==> config.mk <==
export PLATFORM = sky130hd
export DESIGN_NAME = rbf_ctrl
export DESIGN_NICKNAME = d
export VERILOG_FILES = /design/src/rtl/rbf_pkg.sv /design/src/rtl/rbf_ctrl.sv
export SDC_FILE = /design/constraint.sdc
export NUM_CORES = 1
export LEC_CHECK = 0
export ABC_AREA = 1
export BUFFER_PORTS_ARGS = -buffer_cell sky130_fd_sc_hd__clkbuf_2
export CAP_MARGIN = 20
export CORE_MARGIN = 4
export CORE_UTILIZATION = 30
export CTS_CLUSTER_SIZE = 30
export DETAILED_ROUTE_END_ITERATION = 16
export GPL_TIMING_DRIVEN = 0
export PLACE_DENSITY = 0.54
export SETUP_SLACK_MARGIN = 0.2
export SLEW_MARGIN = 5
export SYNTH_ARGS = -nofsm -noshare
export SYNTH_HDL_FRONTEND = slang
export SYNTH_SLANG_ARGS = --single-unit
export TNS_END_PERCENT = 10
==> constraint.sdc <==
create_clock -name clk -period 2.16 [get_ports clk]
set_input_delay 0.108 -clock clk [delete_from_list [all_inputs] [get_ports clk]]
set_output_delay 0.108 -clock clk [all_outputs]
set_load 0.02 [all_outputs]
==> src/rtl/rbf_pkg.sv <==
`default_nettype none

package rbf_pkg;

	localparam int MAX_CENTERS_DEF     = 64;
	localparam int MAX_DIMENSION_DEF   = 16;
	localparam int EXP_TABLE_DEPTH_DEF = 256;

	localparam int VALUE_W = 16;
	localparam int CI_W    = 6;
	localparam int DI_W    = 4;
	localparam int NCFG_W  = 7;
	localparam int DCFG_W  = 5;
	localparam int INV_W   = 24;
	localparam int RESP_W  = 17;
	localparam int PRED_W  = 32;
	localparam int DIV_STEPS = 24;

	localparam logic [1:0] OP_CENTER = 2'd0;
	localparam logic [1:0] OP_RADIUS = 2'd1;
	localparam logic [1:0] OP_WEIGHT = 2'd2;
	localparam logic [1:0] OP_POINT  = 2'd3;

	localparam logic [0:0] REG_CENTERS   = 1'b0;
	localparam logic [0:0] REG_DIMENSION = 1'b1;

	typedef enum logic [2:0] {
		ST_IDLE,
		ST_SQ,
		ST_DIV,
		ST_INV,
		ST_EVAL,
		ST_DRAIN,
		ST_FIN
	} state_t;

	typedef struct packed {
		logic load;       // input transfer this cycle
		logic sq;         // square the latched radius
		logic div_step;   // one restoring division step
		logic inv_wr;     // write inverse radius square
		logic issue;      // start one center/dimension pair
		logic last_d;     // pair is the last dimension of its center
		logic kill;       // empty dimension sum
		logic acc_clear;
		logic fin;        // load the output register
	} cmd_t;

	typedef struct packed {
		logic pipe_busy;
		logic out_busy;
	} status_t;

	// exp(-f), Q.32, truncated alternating series
	function automatic logic [63:0] exp_series(input logic [63:0] f);
		logic [63:0] term;
		logic [63:0] pos;
		logic [63:0] neg;
		term = 64'h1_0000_0000;
		pos  = 64'h1_0000_0000;
		neg  = 64'd0;
		for (int i = 1; i <= 15; i++) begin
			term = ((term * f) >> 32) / 64'(i);
			if ((i % 2) == 1) neg = neg + term;
			else pos = pos + term;
		end
		return pos - neg;
	endfunction

	// table entry for a Q.32 argument x
	function automatic logic [RESP_W-1:0] gauss_entry(input logic [63:0] x);
		logic [63:0] half;
		logic [63:0] e;
		logic [63:0] m;
		half = exp_series(64'h8000_0000);
		e    = exp_series(x & 64'h7FFF_FFFF);
		m    = x >> 31;
		for (int j = 0; j < 32; j++) begin
			if (64'(j) < m) e = (e * half) >> 32;
		end
		return RESP_W'((e + 64'd32768) >> 16);
	endfunction

endpackage

`default_nettype wire

==> src/rtl/rbf_ctrl.sv <==
`default_nettype none

module rbf_ctrl #(
	parameter int MAX_CENTERS   = rbf_pkg::MAX_CENTERS_DEF,
	parameter int MAX_DIMENSION = rbf_pkg::MAX_DIMENSION_DEF,
	localparam int CIW = (MAX_CENTERS > 1) ? $clog2(MAX_CENTERS) : 1,
	localparam int DAW = (MAX_DIMENSION > 1) ? $clog2(MAX_DIMENSION) : 1,
	localparam int CCW = $clog2(MAX_CENTERS + 1),
	localparam int DCW = $clog2(MAX_DIMENSION + 1)
) (
	input  wire logic                      clk,
	input  wire logic                      arst_n,
	input  wire logic                      cfg_we,
	input  wire logic [0:0]                cfg_index,
	input  wire logic [rbf_pkg::NCFG_W-1:0] cfg_data,
	input  wire logic                      in_valid,
	output logic                           in_ready,
	input  wire logic [1:0]                op,
	input  wire logic [rbf_pkg::DI_W-1:0]  di,
	input  wire logic                      last,
	input  wire rbf_pkg::status_t          status,
	output rbf_pkg::cmd_t                  cmd,
	output logic [CIW-1:0]                 j_idx,
	output logic [DAW-1:0]                 d_idx
);

	rbf_pkg::state_t state_q, state_d;
	logic [rbf_pkg::NCFG_W-1:0] ncfg_q;
	logic [rbf_pkg::DCFG_W-1:0] dcfg_q;
	logic [CCW-1:0] j_q, j_d, nc;
	logic [DAW-1:0] d_q, d_d;
	logic [DCW-1:0] nd, ndl;
	logic [4:0] cnt_q, cnt_d;
	logic accept, dim_ok, last_d, last_j;

	always_ff @(posedge clk or negedge arst_n) begin
		if (!arst_n) begin
			ncfg_q <= '0;
			dcfg_q <= rbf_pkg::DCFG_W'(1);
		end else if (cfg_we) begin
			case (cfg_index)
				rbf_pkg::REG_CENTERS:   ncfg_q <= cfg_data;
				rbf_pkg::REG_DIMENSION: dcfg_q <= cfg_data[rbf_pkg::DCFG_W-1:0];
				default: ;
			endcase
		end
	end

	assign nc  = (int'(ncfg_q) > MAX_CENTERS) ? CCW'(MAX_CENTERS) : CCW'(ncfg_q);
	assign nd  = (int'(dcfg_q) > MAX_DIMENSION) ? DCW'(MAX_DIMENSION) : DCW'(dcfg_q);
	assign ndl = (nd == '0) ? DCW'(1) : nd;

	assign in_ready = (state_q == rbf_pkg::ST_IDLE);
	assign accept   = in_valid && in_ready;
	assign dim_ok   = int'(di) < MAX_DIMENSION;
	assign last_d   = (DCW'(d_q) == ndl - DCW'(1));
	assign last_j   = (j_q == nc - CCW'(1));
	assign j_idx    = j_q[CIW-1:0];
	assign d_idx    = d_q;

	always_ff @(posedge clk or negedge arst_n) begin
		if (!arst_n) begin
			state_q <= rbf_pkg::ST_IDLE;
			j_q     <= '0;
			d_q     <= '0;
			cnt_q   <= '0;
		end else begin
			state_q <= state_d;
			j_q     <= j_d;
			d_q     <= d_d;
			cnt_q   <= cnt_d;
		end
	end

	always_comb begin
		state_d = state_q;
		j_d     = j_q;
		d_d     = d_q;
		cnt_d   = cnt_q;
		cmd     = '0;
		case (state_q)
			rbf_pkg::ST_IDLE: begin
				cmd.load = accept;
				if (accept) begin
					if (op == rbf_pkg::OP_RADIUS && dim_ok) begin
						state_d = rbf_pkg::ST_SQ;
					end else if (op == rbf_pkg::OP_POINT && last) begin
						cmd.acc_clear = 1'b1;
						j_d = '0;
						d_d = '0;
						state_d = (nc == '0) ? rbf_pkg::ST_DRAIN : rbf_pkg::ST_EVAL;
					end
				end
			end
			rbf_pkg::ST_SQ: begin
				cmd.sq  = 1'b1;
				cnt_d   = '0;
				state_d = rbf_pkg::ST_DIV;
			end
			rbf_pkg::ST_DIV: begin
				cmd.div_step = 1'b1;
				cnt_d = cnt_q + 5'd1;
				if (cnt_q == 5'(rbf_pkg::DIV_STEPS - 1)) state_d = rbf_pkg::ST_INV;
			end
			rbf_pkg::ST_INV: begin
				cmd.inv_wr = 1'b1;
				state_d    = rbf_pkg::ST_IDLE;
			end
			rbf_pkg::ST_EVAL: begin
				cmd.issue  = 1'b1;
				cmd.last_d = last_d;
				cmd.kill   = (nd == '0);
				if (last_d) begin
					d_d = '0;
					j_d = j_q + CCW'(1);
					if (last_j) state_d = rbf_pkg::ST_DRAIN;
				end else begin
					d_d = d_q + DAW'(1);
				end
			end
			rbf_pkg::ST_DRAIN: begin
				if (!status.pipe_busy) state_d = rbf_pkg::ST_FIN;
			end
			rbf_pkg::ST_FIN: begin
				if (!status.out_busy) begin
					cmd.fin = 1'b1;
					state_d = rbf_pkg::ST_IDLE;
				end
			end
			default: state_d = rbf_pkg::ST_IDLE;
		endcase
	end

endmodule

`default_nettype wire

# Word-level counts from Yosys, hierarchy flattened
# Index checks and enable logic that the tools add are counted.
[word_totals]
regBits = 31
out_inout_bits = 20
[classes]
add_sub_neg = 5
order_cmp = 2
n_eq_ne = 20
mux = 35
n_bitwise = 1
n_reduce_logical = 12
[ops]
columns = ["op", "count"]
rows = [
  ["two-way mux 7 bit", 5],
  ["two-way mux 3 bit", 9],
  ["one-hot mux 3 bit (6 select lines)", 1],
  ["two-way mux 4 bit", 4],
  ["one-hot mux 7 bit (2 select lines)", 1],
  ["inequality test 2 bit (second input constant)", 6],
  ["two-way mux 1 bit", 11],
  ["two-way mux 5 bit", 2],
  ["one-hot mux 5 bit (2 select lines)", 1],
  ["== test 3 bit (second input constant)", 3],
  ["one-hot mux 4 bit (2 select lines)", 1],
  ["adder 7 x 1 -> 7 bit (second input constant)", 1],
  ["== test 7 bit", 1],
  ["greater-than comparator 7 bit (second input constant)", 1],
  ["zero test 7 bit", 1],
  ["AND reduction 7 bit", 1],
  ["subtractor 7 x 1 -> 7 bit (second input constant)", 1],
  ["== test 3 x 2 -> 1 bit (second input constant)", 2],
  ["adder 5 x 1 -> 5 bit (second input constant)", 1],
  ["== test 4 x 5 -> 1 bit", 1],
  ["== test 5 bit (second input constant)", 1],
  ["greater-than comparator 5 bit (second input constant)", 1],
  ["zero test 5 bit", 1],
  ["AND reduction 5 bit", 1],
  ["other kinds (13)", 17],
]

# Depth between registers and ports, before layout
[logic_depth]
depth_word = 8
depth_mapped = 16

# Least setup slack after synthesis
# Ideal clock, no wire load.
[synth_path]
path_type = "register -> register"
from = "register dcfg_q[2] (netlist name)"
to = "register j_q[0]"
t_arrival_ns = 1.975
t_required_ns = 2.086
setup_slack_ns = 0.111
path_stages_with_launch = 15
path_buffers = 0
period_less_slack_ns = 2.049
path_cell_list = "dfrtp_1 nor2_1 nand2_2 nand2_2 nand2_1 ha_1 a22oi_1 o211ai_1 nor2_1 nand3_2 nand2_4 nand2_4 inv_6 nand3_2 o21ai_2"
[synth_via]
elab_chain_len = 8
[synth_lines]
columns = ["element", "line", "text"]
rows = [
  ["start: declaration", "rbf_ctrl.sv:29", "logic [rbf_pkg::DCFG_W-1:0] dcfg_q;"],
  ["start signal: assignment", "rbf_ctrl.sv:39", "dcfg_q <= rbf_pkg::DCFG_W'(1);"],
  ["start signal: assignment", "rbf_ctrl.sv:43", "rbf_pkg::REG_DIMENSION: dcfg_q <= cfg_data[rbf_pkg::DCFG_W-1:0];"],
  ["greater-than comparator 5 bit", "rbf_ctrl.sv:50", "assign nd = (int'(dcfg_q) > MAX_DIMENSION) ? DCW'(MAX_DIMENSION) : DCW'(dcfg_q);"],
  ["two-way mux 5 bit (*)", "rbf_ctrl.sv:50", ""],
  ["zero test 5 bit", "rbf_ctrl.sv:51", "assign ndl = (nd == '0) ? DCW'(1) : nd;"],
  ["two-way mux 5 bit (*)", "rbf_ctrl.sv:51", ""],
  ["subtractor 5 x 1 -> 5 bit (*)", "rbf_ctrl.sv:56", "assign last_d = (DCW'(d_q) == ndl - DCW'(1));"],
  ["== test 4 x 5 -> 1 bit (*)", "rbf_ctrl.sv:56", ""],
  ["inequality test 2 bit (no source line) (*)", "-", ""],
  ["AND reduction 5 bit (no source line) (*)", "-", ""],
  ["end signal: assignment", "rbf_ctrl.sv:69", "j_q <= j_d;"],
  ["end: declaration", "rbf_ctrl.sv:30", "logic [CCW-1:0] j_q, j_d, nc;"],
]
# Every way passes the cells marked *; elsewhere a longest branch is shown, timed or not.
# A chain may end at the register's enable or synchronous reset.

==> results.md <==
- Slew Limit Fails: 0
- Final hold viol count: 0
- Register share of total power: 0.315
- Worst-Margin Slew: between 0.7 and 0.8 ns
- Largest net degree at the start of global routing: 32
- Top Ports: around 40
- Relative slew slack: 0.4799
- Internal: about 1.6 mW
- Clock Skew: 0.006912 ns
- Worst min path class: in2reg
- Depth of the CTS H-tree: 2
- Sw frac: 0.4488
- Worst-Skew Late Latency: 0.28 ns
- Fmax: ~0.48 GHz
- Cell chain of the critical path: nor2_2 -> nand2_2 -> nand2_2 -> nand2_4 -> ha_4 -> a22oi_2 -> o211ai_1 -> nor2_1 -> nand3_2 -> nor2_1 -> buf_4
- Share of post-route cells with drive strength above 1: 0.2991
- Sequential fraction of the synthesis area: 0.3664
- Post-Synthesis Cells: ~290
- Max FO, Critical Path: 3
- GRT Util Overall: 0.1247
- Core Area: roughly 6800 sq um
- Cell Pwr Density: 1043 nW/um^2
- CTS tree: done
- Status: finished clean
- Sink Count: 31
- Fin cells: approximately 440
- Worst setup SP type: register
- Chip width: between 90 and 100 um
- Routed WL: around 4.8 mm
- Combinational power share: 0.509
- Area delta synth->final: 28.97%
- Placed insts: ~420
- Dpl hpwl: ~3.6 mm
- Yosys cell types: 38
- Arr. time, crit path: ~2.0 ns
- NetSw: between 1 and 1.5 mW
- Synth warn: 0
- Start-to-end type of the worst setup path: reg2out
- DIE AREA: about 8500 sq um
- Post-DRT Antenna Nets: 0
- Pre-Repair DR Iteration Count: 4
- Syn Nets: approximately 310
- Num CTS Buffers: 5
- Worst EP required: around 2 ns
- Residual DRC: 0
- Worst vdd ir: 400.5 uV
- Max clock buf depth: 2
- # setup viols final: 0
- Minimum clock period: roughly 2.1 ns
- Power share of the clock group: 0.177
- Initial antenna violation count: 0
- First-pass GRT wire length: ~8.7 mm
- CP peak stage delay: between 0.5 and 0.6 ns
- Avg Synthesized Cell Area: approximately 7.4 sq um
- Slowest-stage cell, CP: dfstp_2
- DR iter-0 viols: 115
- Mapped Area: roughly 2100 sq um
- Unrepaired setup endpoints after global routing: true
- Root Driver: clkbuf_8
- Clock slew at reported path FFs: approximately 0.070 ns
- Vias per cell: 4.474
- Placer Congestion: between 0.7 and 0.8
- Antenna cells: 0
- Total Power: ~2.9 mW
- Die Y: ~90 um
- Worst r2r path cells: 15
- Leakage: approximately 1.4 nW
- # rows: 30
- Routed WL per cell: around 11 um
- PortBufs: 36
- Synth Register Bits: 31
- Worst hold path depth: 2
- Vias: around 2.0k
- Crit share post-route: 0.9736
- Final net count: 366
- GRT overflow: 0
- Vias in the first global route: between 1.5k and 2k
- CP Capture Type: output pin
- Max-Cap Viols: 0
- Starting Density: 0.3104
## kinds of logic (layout without fill, tap and decap cells)
logic type,after synthesis,in the layout,share of synthesized area
AOI/OAI and AO/OA,37,37,0.1050
xor gates and xnor gates,11,11,0.05546
adders and majority gates,5,5,0.02950
buffers and inverters,47,103,0.09852
DFF,31,31,0.3664
muxes,1,1,0.005309
and+or+nand+nor,153,153,0.3398
## cells in the mapped netlist (all sizes together)
cell / number / area (sq um)
nand3b: 4 / 30.03
a22o: 1 / 8.760
nor4: 2 / 12.51
nor2: 29 / 142.6
xnor3: 1 / 22.52
clkbuf: 1 / 3.750
o211ai: 3 / 22.52
dfrtp: 30 / 750.7
a22oi: 1 / 7.510
nand4: 6 / 37.54
buf: 8 / 57.55
nor3: 4 / 20.02
dfstp: 1 / 26.28
o21ai: 22 / 113.9
xnor2: 3 / 26.28
nand2: 83 / 336.6
or2: 1 / 6.260
o22ai: 3 / 18.77
xor2: 7 / 68.82
mux2: 1 / 11.26
a21oi: 5 / 36.29
ha: 5 / 62.56
o221ai: 1 / 8.760
inv: 38 / 147.7
nand3: 24 / 135.1
a31oi: 1 / 6.260
## cell type report
type / count / area [sq um]
Inverter: 38 / 155.1
Multi-Input combinational cell: 207 / 1237
Buffer: 9 / 67.56
Tap cell: 96 / 120.1
Clock buffer: 8 / 100.1
Sequential cell: 31 / 779.5
Timing Repair Buffer: 48 / 275.3
Fill cell: 759 / 4096
## cells in the final DEF, fill, tap and decap left out, types with 2 or more instances in the layout
| master | n |
|---|---|
| clkbuf_8 | 7 |
| nor3_1 | 4 |
| nand2_4 | 4 |
| xor2_1 | 6 |
| inv_1 | 32 |
| dfrtp_1 | 28 |
| a21oi_1 | 4 |
| nor4_1 | 2 |
| dfrtp_2 | 2 |
| inv_2 | 5 |
| nand3_1 | 20 |
| ha_4 | 2 |
| nor2_2 | 6 |
| xnor2_1 | 3 |
| nand2_8 | 2 |
| o211ai_1 | 3 |
| clkbuf_1 | 2 |
| nor2_1 | 19 |
| nand3_2 | 4 |
| o21ai_0 | 21 |
| clkbuf_2 | 35 |
| nand2_1 | 73 |
| nand4_1 | 6 |
| ha_1 | 3 |
| nand3b_1 | 4 |
| o22ai_1 | 3 |
| nor2_4 | 3 |
| buf_4 | 19 |
| nand2_2 | 4 |
## power groups by stage
stage | combinational (mW) | clock [mW] | sequential (mW)
2_1_floorplan | 1.01 | 0 | 0.899
3_3_place_gp | 1.32 | 0 | 0.899
3_5_place_dp | 1.33 | 0 | 0.899
4_1_cts | 1.43 | 0.528 | 0.894
5_1_grt | 1.65 | 0.558 | 0.927
6_report | 1.45 | 0.504 | 0.898
## stage by stage
stage	instance area [sq um]	hold slack [ns]	setup TNS, ns	setup slack (ns)	util
floorplan	2141	-0.1876	0	0.1966	-
global placement	2441	0.2312	-0.04534	-0.04534	0.3573
detailed placement	2441	0.2341	-0.06875	-0.06577	0.3573
CTS	2665	0.05147	-0.01433	-0.01433	0.3901
global route	2735	0.05833	-0.6301	-0.08231	0.4004
finish	2735	0.05922	0	0.05699	0.4004
## worst max-delay path, delay by kind of cell (launching register included)
kind	cells	cell delay, ns
simple gates	7	0.58
buf+inv	1	0.14
flops	1	0.55
compound gates	2	0.24
fa+ha+maj	1	0.20
## state kept, by name, indices dropped and copies added, names as in the netlist
register,flops
cnt_q,5
state_q,3
dcfg_q,5
ncfg_q,7
j_q,7
d_idx,4
## per-layer routing
layer	global-route usage	part of all wire	up-vias
li1	-	-	1026
met1	0.1728	0.50	899
met2	0.1940	0.46	26
met3	0.02215	0.031	4
met4	0.04455	0.012	0
met5	0	0	-
## timing repair
action,in CTS,in global routing
hold endpoints to repair,30,0
buffers inserted,8,3
gates resized for setup,14,12
hold buffers,1,0
pin swaps,9,3
endpoints found under the setup margin,14,15
## path summary, 6_finish.rpt
check,slack [ns],from,endpoint
worst max-delay path,0.06,dcfg_q[0]$_DFFE_PN1P_,cmd[3]
worst min-delay path,0.06,cfg_data[5],ncfg_q[5]$_DFFE_PN0P_
worst max register to register,0.06,dcfg_q[0]$_DFFE_PN1P_,j_q[0]$_DFFE_PN0P_
worst min register to register,0.52,cnt_q[0]$_DFFE_PN0P_,cnt_q[0]$_DFFE_PN0P_
max in group asynchronous,1.18,arst_n,dcfg_q[1]$_DFFE_PN0P_
min in group asynchronous,0.45,arst_n,ncfg_q[3]$_DFFE_PN0P_
Power figures use the tool's default switching activity.
